===== src/bdc_pkg.sv =====
// Shared types and constants for the button debounce / combo controller.
// No dependencies; used by every module in src.
package bdc_pkg;

  localparam int ADDR_W = 5;
  localparam int DATA_W = 32;
  localparam int PIN_W  = 6;
  localparam int TS_W   = 32;

  // register indexes (paddr[4:2])
  localparam logic [2:0] REG_BUTTON_A_PIN = 3'd0;
  localparam logic [2:0] REG_BUTTON_B_PIN = 3'd1;
  localparam logic [2:0] REG_LINE_A_PIN   = 3'd2;
  localparam logic [2:0] REG_LINE_B_PIN   = 3'd3;
  localparam logic [2:0] REG_DEBOUNCE     = 3'd4;
  localparam logic [2:0] REG_LONG_PRESS   = 3'd5;
  localparam logic [2:0] REG_SETTLE       = 3'd6;
  localparam logic [2:0] REG_HOLD         = 3'd7;

  // request types
  localparam logic REQ_EDGE = 1'b0;
  localparam logic REQ_TICK = 1'b1;

  // toggle sources
  localparam logic [1:0] SRC_BUTTON_A = 2'd0;
  localparam logic [1:0] SRC_BUTTON_B = 2'd1;
  localparam logic [1:0] SRC_LINE_A   = 2'd2;
  localparam logic [1:0] SRC_LINE_B   = 2'd3;

  typedef struct packed {
    logic [PIN_W-1:0] button_a_pin;
    logic [PIN_W-1:0] button_b_pin;
    logic [PIN_W-1:0] line_a_pin;
    logic [PIN_W-1:0] line_b_pin;
    logic [15:0]      debounce_ticks;
    logic [15:0]      long_press_ticks;
    logic [15:0]      settle_ticks;
    logic [23:0]      hold_ticks;
  } cfg_t;

  localparam cfg_t CFG_RESET = '{
    button_a_pin:     6'd0,
    button_b_pin:     6'd1,
    line_a_pin:       6'd2,
    line_b_pin:       6'd3,
    debounce_ticks:   16'd5,
    long_press_ticks: 16'd100,
    settle_ticks:     16'd10,
    hold_ticks:       24'd1000
  };

  typedef struct packed {
    logic             req_type;
    logic [PIN_W-1:0] pin_number;
    logic             pin_level;
    logic [TS_W-1:0]  timestamp;
  } item_t;

  typedef struct packed {
    logic       toggle;
    logic [1:0] toggle_line;
    logic       combo_expired;
  } res_t;

endpackage


===== src/bdc_cfg.sv =====
// APB-style configuration register file for the debounce / combo controller.
// Depends on bdc_pkg (cfg_t, register indexes, reset values).
module bdc_cfg (
  input  logic                       clk,
  input  logic                       rst_n,
  input  logic                       psel,
  input  logic                       penable,
  input  logic                       pwrite,
  input  logic [bdc_pkg::ADDR_W-1:0] paddr,
  input  logic [bdc_pkg::DATA_W-1:0] pwdata,
  output logic [bdc_pkg::DATA_W-1:0] prdata,
  output bdc_pkg::cfg_t              cfg
);

  bdc_pkg::cfg_t cfg_r;
  bdc_pkg::cfg_t cfg_nxt;
  logic [2:0]    reg_idx;
  logic          wr_en;

  assign reg_idx = paddr[4:2];
  assign wr_en   = psel && penable && pwrite;

  always_comb begin
    cfg_nxt = cfg_r;
    if (wr_en) begin
      case (reg_idx)
        bdc_pkg::REG_BUTTON_A_PIN: cfg_nxt.button_a_pin     = pwdata[5:0];
        bdc_pkg::REG_BUTTON_B_PIN: cfg_nxt.button_b_pin     = pwdata[5:0];
        bdc_pkg::REG_LINE_A_PIN:   cfg_nxt.line_a_pin       = pwdata[5:0];
        bdc_pkg::REG_LINE_B_PIN:   cfg_nxt.line_b_pin       = pwdata[5:0];
        bdc_pkg::REG_DEBOUNCE:     cfg_nxt.debounce_ticks   = pwdata[15:0];
        bdc_pkg::REG_LONG_PRESS:   cfg_nxt.long_press_ticks = pwdata[15:0];
        bdc_pkg::REG_SETTLE:       cfg_nxt.settle_ticks     = pwdata[15:0];
        bdc_pkg::REG_HOLD:         cfg_nxt.hold_ticks       = pwdata[23:0];
        default:                   cfg_nxt = cfg_r;
      endcase
    end
  end

  always_ff @(posedge clk) begin
    if (!rst_n) begin
      cfg_r <= bdc_pkg::CFG_RESET;
    end else begin
      cfg_r <= cfg_nxt;
    end
  end

  always_comb begin
    case (reg_idx)
      bdc_pkg::REG_BUTTON_A_PIN: prdata = 32'(cfg_r.button_a_pin);
      bdc_pkg::REG_BUTTON_B_PIN: prdata = 32'(cfg_r.button_b_pin);
      bdc_pkg::REG_LINE_A_PIN:   prdata = 32'(cfg_r.line_a_pin);
      bdc_pkg::REG_LINE_B_PIN:   prdata = 32'(cfg_r.line_b_pin);
      bdc_pkg::REG_DEBOUNCE:     prdata = 32'(cfg_r.debounce_ticks);
      bdc_pkg::REG_LONG_PRESS:   prdata = 32'(cfg_r.long_press_ticks);
      bdc_pkg::REG_SETTLE:       prdata = 32'(cfg_r.settle_ticks);
      bdc_pkg::REG_HOLD:         prdata = 32'(cfg_r.hold_ticks);
      default:                   prdata = '0;
    endcase
  end

  assign cfg = cfg_r;

endmodule


===== src/bdc_step.sv =====
// Per-line debounce, press timing and combo hold state plus the one-item step logic.
// Depends on bdc_pkg (cfg_t, item_t, res_t, codes).
module bdc_step #(
  parameter int TIME_BITS = 32
) (
  input  logic           clk,
  input  logic           rst_n,
  input  logic           step_en,
  input  bdc_pkg::cfg_t  cfg,
  input  bdc_pkg::item_t item,
  output bdc_pkg::res_t  res
);

  // compare width wide enough for both the time diffs and the 24-bit hold limit
  localparam int CW = (TIME_BITS > 24) ? TIME_BITS : 24;

  typedef logic [TIME_BITS-1:0] tstamp_t;

  logic    pressed_r      [2];
  logic    pressed_nxt    [2];
  tstamp_t last_edge_r    [2];
  tstamp_t last_edge_nxt  [2];
  tstamp_t press_start_r  [2];
  tstamp_t press_start_nxt[2];
  logic    in_combo_r     [2];
  logic    in_combo_nxt   [2];
  tstamp_t line_last_r    [2];
  tstamp_t line_last_nxt  [2];
  logic    both_held_r, both_held_nxt;
  logic    armed_r, armed_nxt;
  tstamp_t reset_start_r, reset_start_nxt;

  tstamp_t ts;
  logic    hit_line_a, hit_line, hit_btn_a, hit_btn;
  logic    lidx, bidx;
  logic    pressed_now;
  tstamp_t line_diff, edge_diff, press_diff, hold_diff;
  logic    btn_pressed_sel, btn_other_pressed, btn_in_combo_sel;
  logic    line_settled, btn_edge_ok, short_press, hold_done;

  assign ts          = TIME_BITS'(item.timestamp);
  assign pressed_now = !item.pin_level;

  assign hit_line_a = (item.pin_number == cfg.line_a_pin);
  assign hit_line   = hit_line_a || (item.pin_number == cfg.line_b_pin);
  assign hit_btn_a  = (item.pin_number == cfg.button_a_pin);
  assign hit_btn    = hit_btn_a || (item.pin_number == cfg.button_b_pin);
  assign lidx       = !hit_line_a;
  assign bidx       = !hit_btn_a;

  assign btn_pressed_sel   = bidx ? pressed_r[1] : pressed_r[0];
  assign btn_other_pressed = bidx ? pressed_r[0] : pressed_r[1];
  assign btn_in_combo_sel  = bidx ? in_combo_r[1] : in_combo_r[0];

  assign line_diff  = ts - (lidx ? line_last_r[1] : line_last_r[0]);
  assign edge_diff  = ts - (bidx ? last_edge_r[1] : last_edge_r[0]);
  assign press_diff = ts - (bidx ? press_start_r[1] : press_start_r[0]);
  assign hold_diff  = ts - reset_start_r;

  assign line_settled = CW'(line_diff) >= CW'(cfg.settle_ticks);
  assign btn_edge_ok  = (pressed_now != btn_pressed_sel) &&
                        (CW'(edge_diff) >= CW'(cfg.debounce_ticks));
  assign short_press  = CW'(press_diff) < CW'(cfg.long_press_ticks);
  assign hold_done    = CW'(hold_diff) >= CW'(cfg.hold_ticks);

  always_comb begin
    pressed_nxt     = pressed_r;
    last_edge_nxt   = last_edge_r;
    press_start_nxt = press_start_r;
    in_combo_nxt    = in_combo_r;
    line_last_nxt   = line_last_r;
    both_held_nxt   = both_held_r;
    armed_nxt       = armed_r;
    reset_start_nxt = reset_start_r;
    res             = '0;

    if (item.req_type == bdc_pkg::REQ_TICK) begin
      if (armed_r && hold_done) begin
        res.combo_expired = 1'b1;
        armed_nxt         = 1'b0;
      end
    end else if (hit_line) begin
      if (line_settled) begin
        res.toggle      = 1'b1;
        res.toggle_line = lidx ? bdc_pkg::SRC_LINE_B : bdc_pkg::SRC_LINE_A;
      end
      line_last_nxt[lidx] = ts;
    end else if (hit_btn && btn_edge_ok) begin
      pressed_nxt[bidx]   = pressed_now;
      last_edge_nxt[bidx] = ts;
      if (pressed_now) begin
        press_start_nxt[bidx] = ts;
        // this press completes the combo when the other button is still down
        if (btn_other_pressed) begin
          both_held_nxt   = 1'b1;
          in_combo_nxt[0] = 1'b1;
          in_combo_nxt[1] = 1'b1;
          armed_nxt       = 1'b1;
          reset_start_nxt = ts;
        end
      end else begin
        if (both_held_r) begin
          both_held_nxt = 1'b0;
          armed_nxt     = 1'b0;
        end
        in_combo_nxt[bidx] = 1'b0;
        if (!btn_in_combo_sel && short_press) begin
          res.toggle      = 1'b1;
          res.toggle_line = bidx ? bdc_pkg::SRC_BUTTON_B : bdc_pkg::SRC_BUTTON_A;
        end
      end
    end
  end

  always_ff @(posedge clk) begin
    if (!rst_n) begin
      pressed_r     <= '{default: 1'b0};
      last_edge_r   <= '{default: '0};
      press_start_r <= '{default: '0};
      in_combo_r    <= '{default: 1'b0};
      line_last_r   <= '{default: '0};
      both_held_r   <= 1'b0;
      armed_r       <= 1'b0;
      reset_start_r <= '0;
    end else if (step_en) begin
      pressed_r     <= pressed_nxt;
      last_edge_r   <= last_edge_nxt;
      press_start_r <= press_start_nxt;
      in_combo_r    <= in_combo_nxt;
      line_last_r   <= line_last_nxt;
      both_held_r   <= both_held_nxt;
      armed_r       <= armed_nxt;
      reset_start_r <= reset_start_nxt;
    end
  end

endmodule


===== src/button_debounce_combo_controller.sv =====
// Button debounce / combo controller: input register, combinational step, result register.
// A beat passes the input register, then the result register; throughput is one beat
// per cycle while out_ready is high, set by the step logic between the registers.
// Reset (rst_n low, synchronous): pipeline empty, per-line state zero, registers
// at their defaults. Depends on bdc_pkg, bdc_cfg, bdc_step.
module button_debounce_combo_controller #(
  parameter int TIME_BITS = 32
) (
  input  logic                       clk,
  input  logic                       rst_n,
  input  logic                       in_valid,
  output logic                       in_ready,
  input  logic                       in_req_type,
  input  logic [5:0]                 in_pin_number,
  input  logic                       in_pin_level,
  input  logic [31:0]                in_timestamp,
  output logic                       out_valid,
  input  logic                       out_ready,
  output logic                       out_toggle,
  output logic [1:0]                 out_toggle_line,
  output logic                       out_combo_expired,
  input  logic                       cfg_psel,
  input  logic                       cfg_penable,
  input  logic                       cfg_pwrite,
  input  logic [bdc_pkg::ADDR_W-1:0] cfg_paddr,
  input  logic [bdc_pkg::DATA_W-1:0] cfg_pwdata,
  output logic [bdc_pkg::DATA_W-1:0] cfg_prdata,
  output logic                       cfg_pready
);

  bdc_pkg::cfg_t  cfg;
  bdc_pkg::item_t item_r;
  bdc_pkg::res_t  step_res;
  bdc_pkg::res_t  res_r;
  logic           item_valid_r;
  logic           out_valid_r;
  logic           advance;
  logic           in_fire;

  assign cfg_pready = 1'b1;

  bdc_cfg u_cfg (
    .clk     (clk),
    .rst_n   (rst_n),
    .psel    (cfg_psel),
    .penable (cfg_penable),
    .pwrite  (cfg_pwrite),
    .paddr   (cfg_paddr),
    .pwdata  (cfg_pwdata),
    .prdata  (cfg_prdata),
    .cfg     (cfg)
  );

  // result register free or draining this cycle
  assign advance  = !out_valid_r || out_ready;
  assign in_ready = !item_valid_r || advance;
  assign in_fire  = in_valid && in_ready;

  bdc_step #(
    .TIME_BITS (TIME_BITS)
  ) u_step (
    .clk     (clk),
    .rst_n   (rst_n),
    .step_en (item_valid_r && advance),
    .cfg     (cfg),
    .item    (item_r),
    .res     (step_res)
  );

  always_ff @(posedge clk) begin
    if (!rst_n) begin
      item_valid_r <= 1'b0;
      out_valid_r  <= 1'b0;
    end else begin
      if (in_fire) begin
        item_valid_r <= 1'b1;
      end else if (advance) begin
        item_valid_r <= 1'b0;
      end
      if (advance) begin
        out_valid_r <= item_valid_r;
      end
    end
  end

  always_ff @(posedge clk) begin
    if (in_fire) begin
      item_r.req_type   <= in_req_type;
      item_r.pin_number <= in_pin_number;
      item_r.pin_level  <= in_pin_level;
      item_r.timestamp  <= in_timestamp;
    end
    if (advance && item_valid_r) begin
      res_r <= step_res;
    end
  end

  assign out_valid         = out_valid_r;
  assign out_toggle        = res_r.toggle;
  assign out_toggle_line   = res_r.toggle_line;
  assign out_combo_expired = res_r.combo_expired;

endmodule

===== config.mk =====
export PLATFORM = sky130hd
export DESIGN_NAME = button_debounce_combo_controller
export DESIGN_NICKNAME = d
export VERILOG_FILES = /design/src/bdc_pkg.sv /design/src/bdc_cfg.sv /design/src/bdc_step.sv /design/src/button_debounce_combo_controller.sv
export SDC_FILE = /design/constraint.sdc
export NUM_CORES = 1
export LEC_CHECK = 0
export ABC_AREA = 1
export BUFFER_PORTS_ARGS = -buffer_cell sky130_fd_sc_hd__clkbuf_2
export CORE_MARGIN = 5
export CORE_UTILIZATION = 50
export CTS_BUF_LIST = sky130_fd_sc_hd__clkbuf_4 sky130_fd_sc_hd__clkbuf_8 sky130_fd_sc_hd__clkbuf_16
export DETAILED_ROUTE_END_ITERATION = 10
export PLACE_DENSITY = 0.69
export SYNTH_ARGS = -nofsm -noshare
export SYNTH_HDL_FRONTEND = slang
export SYNTH_SLANG_ARGS = --single-unit

===== constraint.sdc =====
create_clock -name clk -period 10.8 [get_ports clk]
set_input_delay 2.16 -clock clk [delete_from_list [all_inputs] [get_ports clk]]
set_output_delay 2.16 -clock clk [all_outputs]
set_load 0.01 [all_outputs]

# Yosys cells after proc, flatten, opt, wreduce, memory -nomap -nowiden
# Cells that the tools add are included.
# word_totals
reg_bits	372
input_bits	84
out_inout_bits	39
word_cells	140
# classes
addsub	4
order_cmp	8
n_eq_ne	15
muxes	37
n_bitwise	7
reduce_logical	39
# ops
operator	count
$pmux W32 S8	1
$bwmux W64	3
$mux W32	5
$sub A32 B32 Y32	4
$demux W32 S1	2
$ge A32 B16 Y1	2
$ge A32 B24 Y1	1
$lt A32 B16 Y1	1
$eq A6 B6 Y1	4
$mux W1	17
$reduce_and A2 Y1	8
$mux W3	5
$eq A3 B3 Y1 const B	4
$reduce_and A6 Y1	2
$logic_and A1 B1 Y1	10
$reduce_and A5 Y1	2
$eq A3 B2 Y1 const B	2
$logic_not A1 Y1	6
$reduce_bool A2 Y1	3
$ge A2 B2 Y1 const B	2
$logic_or A1 B1 Y1	4
$lt A2 B1 Y1 const B	2
$mux W2	2
$not A1 Y2	2
other kinds (14)	16

# Depth between registers and ports, before layout
# depth
ltp_word	10
ltp_mapped	39
ltp_nobuf	34

# By module
# From an unflattened synthesis, not the netlist that was laid out.
# unflattened
hier_cells	3745
area_unflattened_um2	25373.1
# modules_own_cells
mod	n_inst	cells_per_inst	area_each_um2	seq_area_each_um2
bdc_step	1	3064	19596.3	4604.4
bdc_cfg	1	622	4349.2	1921.8
button_debounce_combo_controller	1	59	1427.6	1361.3

# Worst setup path after synthesis
# Ideal clock, no wire load.
# synth_path
path_type	input port to output port
start	input cfg_paddr[4] (netlist bit)
end	output cfg_prdata[10] (netlist bit)
arrival_ns	3.278
required_time_ns	8.640
path_slack_ns	5.362
cell_stages	5
n_path_buf	1
cell_sequence	inv_1 -> nor3_1 -> clkbuf_1 -> a22oi_1 -> o221ai_1
# synth_via
elab_chain_len	2
elab_cells_between_ends	9
cone_classes	eq/ne (7); mux (1); reduce/logical (1)
# synth_rtl
element	line	text
start: declaration	button_debounce_combo_controller.sv:25	input logic [bdc_pkg::ADDR_W-1:0] cfg_paddr,
$eq A3 B3 Y1, or another cell as far along	bdc_cfg.sv:49	case (reg_idx)
$pmux W32 S8 (*)	bdc_cfg.sv:49	
end: declaration	button_debounce_combo_controller.sv:27	output logic [bdc_pkg::DATA_W-1:0] cfg_prdata,
# Every way passes the cells marked *; elsewhere a longest branch is shown, timed or not. The select of a mux whose other input is x is not followed.

# Final worst setup path
# layout_path
start	register item_r[37] (netlist bit)
end	register u_step.press_start_r[2] (netlist bit)
# layout_via
elab_chain_len	8
elab_cells_between_ends	23
cone_classes	add/sub (1); order compare (3); eq/ne (5); mux (5); bitwise (2); reduce/logical (7)
# layout_rtl
element	line	text
start: declaration	button_debounce_combo_controller.sv:32	bdc_pkg::item_t item_r;
branches (longest 8 deep; another with $sub A32 B32 Y32)	-	
end signal: assignment	bdc_step.sv:128	press_start_r <= press_start_nxt;
end: declaration	bdc_step.sv:23	tstamp_t press_start_r [2];
# Parallel ways; which one is timed is not known.
# A chain may end at the register's enable or synchronous reset.

==> impl_metrics.tcl <==
set metrics [dict create \
    worstReg2RegEnd "u_step.press_start_r[2]$_SDFFE_PN0P_" \
    syn_to_final_growth_pct 9.775 \
    crit_path_end "u_step.press_start_r[2]$_SDFFE_PN0P_" \
    fill_cells 4775 \
    netlist_area_um2 24280 \
    ff_latch_area_um2 7888 \
    die_w_um 230.4 \
    dpl.hpwl_mm 55.60 \
    core_um2 47850 \
    drt-pass1-iter-count 7 \
    rsz0062_at_grt "false" \
    drt_wl_total_mm 74.22 \
    drv_cap 0 \
    vdd_drop_max_mv 0.1134 \
    initial_utilization_pct 50.75 \
    dpl-instance-area_um2 25290 \
    slowest_stage "nand4_4" \
    synthSimpleGateAreaFrac_pct 21.51 \
    p_per_area_nw_per_um2 127.9 \
    clock_latency_ps 580 \
    fmax_ghz 0.1384 \
    synth_ff_type "dfxtp_1" \
    regToRegSetupSlack_ps 3570 \
    slew_headroom_pct 22.09 \
    min_period_over_period_pct 66.92 \
    setup_violations 0 \
    vias 23010 \
    antenna_found_initial 3 \
    worst_setup_path_start_kind "flip-flop" \
    r2r_cells 28 \
    rows 80 \
    startpoint "item_r[37]$_DFFE_PP_" \
    final_core_util_pct 55.71 \
    drc 0 \
    hp-class "reg2reg" \
    ioPinCount 123 \
    cp_max_fo 79 \
    worstReg2RegStart "item_r[37]$_DFFE_PP_" \
    hold_viol 0 \
    synth_top_family_by_area "simple AND/OR/NAND/NOR gates" \
    cts_buffer_depth 3 \
    synth-seq-cells 372 \
    fin_crit_ps 7227 \
    synth_mux_area_share_pct 2.473 \
    synth_warnings 0 \
    grt_pass1_vias 21190 \
    synth.avg_cell_area_um2 6.932 \
    path_class "reg2reg" \
    overflow 0 \
    critPathCaptureType "flip-flop" \
    layout-drive-gt1-share_pct 6.691 \
    yosys.area_share.adder_pct 10.38 \
    clk_pin_slew_worst_paths_ps 60 \
    die_y_um 230.4 \
    synthArstFlopShare_pct 0 \
    synth_compound_area_share_pct 20.17 \
    ant_nets 0 \
    grt_max_degree 108 \
    slew_viol_final 0 \
    gp_congestion 0.9729 \
    cts_tree "built" \
    grt_pass1_wl_mm 115.5 \
    portBuffers 103 \
    detail_route.wl_per_cell_um 17.59 \
    postCtsResizedCells 0 \
    status "finished, final reports clean" \
    cp_slowest_stage_delay_ps 730 \
    cts_setup_buffers 0 \
    worstMarginPinSlew_ps 1162 \
    drt_iter0_drc 1824 \
    syn_inst 3503 \
    setup_tns_ps 0 \
    finalNetCount 3854 \
    fin_skew_ps 17.85 \
    via_per_inst 5.453 \
    final_area_um2 26660 \
    cts_inserted_buffers 42 \
    htreeDepth 2 \
    crit_required_ps 11260 \
    synth_edf_count 44 \
    leakage_uw 0.01189 \
    yosys.area_share.xor_xnor_pct 3.246 \
    cpMostUsedCell "nand2_1" \
    cp.arrival_ps 7690 \
    clock-root-buffer "clkbuf_16" \
    clock-sinks 372 \
    multi_input_area_um2 14100 \
    holdBufCountCts 0 \
    grt_util_all_layers_pct 27.03 \
    die_area_um2 53070 \
    synthDistinctLibCells 50 \
    ys_seq_area_share_pct 32.48 \
]
-- synthesized netlist by cell type (all sizes together) (32+ instances only) --
master	number	share of area, %
xor2	66	2.4
buf	57	1.5
mux2i	60	2.5
nand3	101	2.1
inv	456	7.0
nand4	35	0.95
nand2	676	10
nor3	47	1.0
edfxtp	44	5.4
a21oi	417	8.6
dfxtp	328	27
ha	195	10
nor2	406	6.3
o21ai	346	7.1
a211oi	32	0.99
clkbuf	65	1.0
-- routing by layer --
layer	vias up	track usage, %	wire (um)
li1	11770	-	-
met1	10420	35.53	32240
met2	661	45.56	34360
met5	-	0	0
met4	0	9.004	2833
met3	160	4.325	4785
-- placed cells by master, fill, tap and decap left out, types with 66 or more instances in the layout --
cell type and n:
clkbuf_2 102, xor2_1 66, nand2_1 674, a21oi_1 416
nor2_1 402, o21ai_0 301, inv_1 444, nand3_1 99
ha_1 195, dfxtp_1 328
-- area by class of cell --
type,instances,area share (%)
Antenna cell,3,0.02816
Clock buffer,61,4.750
Clock inverter,14,0.3474
Inverter,463,6.520
Multi-Input combinational cell,2553,52.91
Sequential cell,372,29.59
Tap cell,615,2.887
Timing Repair Buffer,139,2.971
-- logic make-up after synthesis --
| group | Yosys count |
|---|---|
| other | 2 |
| AOI/OAI and AO/OA | 906 |
| and+or+nand+nor | 1289 |
| buffers and inverters | 585 |
| muxes | 60 |
| DFF | 372 |
| xor gates and xnor gates | 90 |
| adders and majority gates | 199 |
-- worst max-delay path, delay by kind of cell, from the launching register on --
kind / cells / cell delay (ps)
adder cells (fa/ha/maj): 2 / 640
AO/OA/AOI/OAI: 4 / 650
XOR/XNOR: 2 / 370
AND/OR/NAND/NOR: 17 / 3610
flip-flops: 1 / 530
buffers and inverters: 3 / 1170
-- flip-flops by register name, summed over array words and instances, names as in the netlist, 2 cells and up --
| name | count |
|---|---|
| item_r | 40 |
| out_toggle_line | 2 |
| u_cfg.cfg | 96 |
| u_step.in_combo_r | 2 |
| u_step.last_edge_r | 64 |
| u_step.line_last_r | 64 |
| u_step.press_start_r | 64 |
| u_step.pressed_r | 2 |
| u_step.reset_start_r | 32 |
-- worst min-delay path by stage --
| stage | startpoint | end | slack, ps | cells past startpoint |
|---|---|---|---|---|
| floorplan | u_step.last_edge_r[61]$_SDFFE_PN0P_ | u_step.last_edge_r[61]$_SDFFE_PN0P_ | 420 | 2 |
| global placement | u_step.last_edge_r[43]$_SDFFE_PN0P_ | u_step.last_edge_r[43]$_SDFFE_PN0P_ | 430 | 2 |
| detailed placement | u_step.last_edge_r[46]$_SDFFE_PN0P_ | u_step.last_edge_r[46]$_SDFFE_PN0P_ | 430 | 2 |
| CTS | u_step.last_edge_r[56]$_SDFFE_PN0P_ | u_step.last_edge_r[56]$_SDFFE_PN0P_ | 440 | 2 |
| global route | u_step.last_edge_r[34]$_SDFFE_PN0P_ | u_step.last_edge_r[34]$_SDFFE_PN0P_ | 460 | 2 |
| finish | u_step.last_edge_r[59]$_SDFFE_PN0P_ | u_step.last_edge_r[59]$_SDFFE_PN0P_ | 440 | 2 |
-- metrics by stage --
step	power (uW)	hold slack, ps	setup WS [ps]	std cells
detailed placement	2007	433.3	3715	4142
global placement	2002	428.8	3800	4142
floorplan	1840	420.6	5362	3510
finish	3408	440.0	3573	4220
global route	3558	456.5	2901	4220
CTS	3427	442.4	3703	4217
-- power by group --
group          switching, uW  internal (uW)  total (uW)
Sequential              16.8           1420        1430
Combinational            364            191         555
Clock                    603            818        1420
Total                    984           2420        3410
Note: power is estimated with default switching activity, not from simulation.
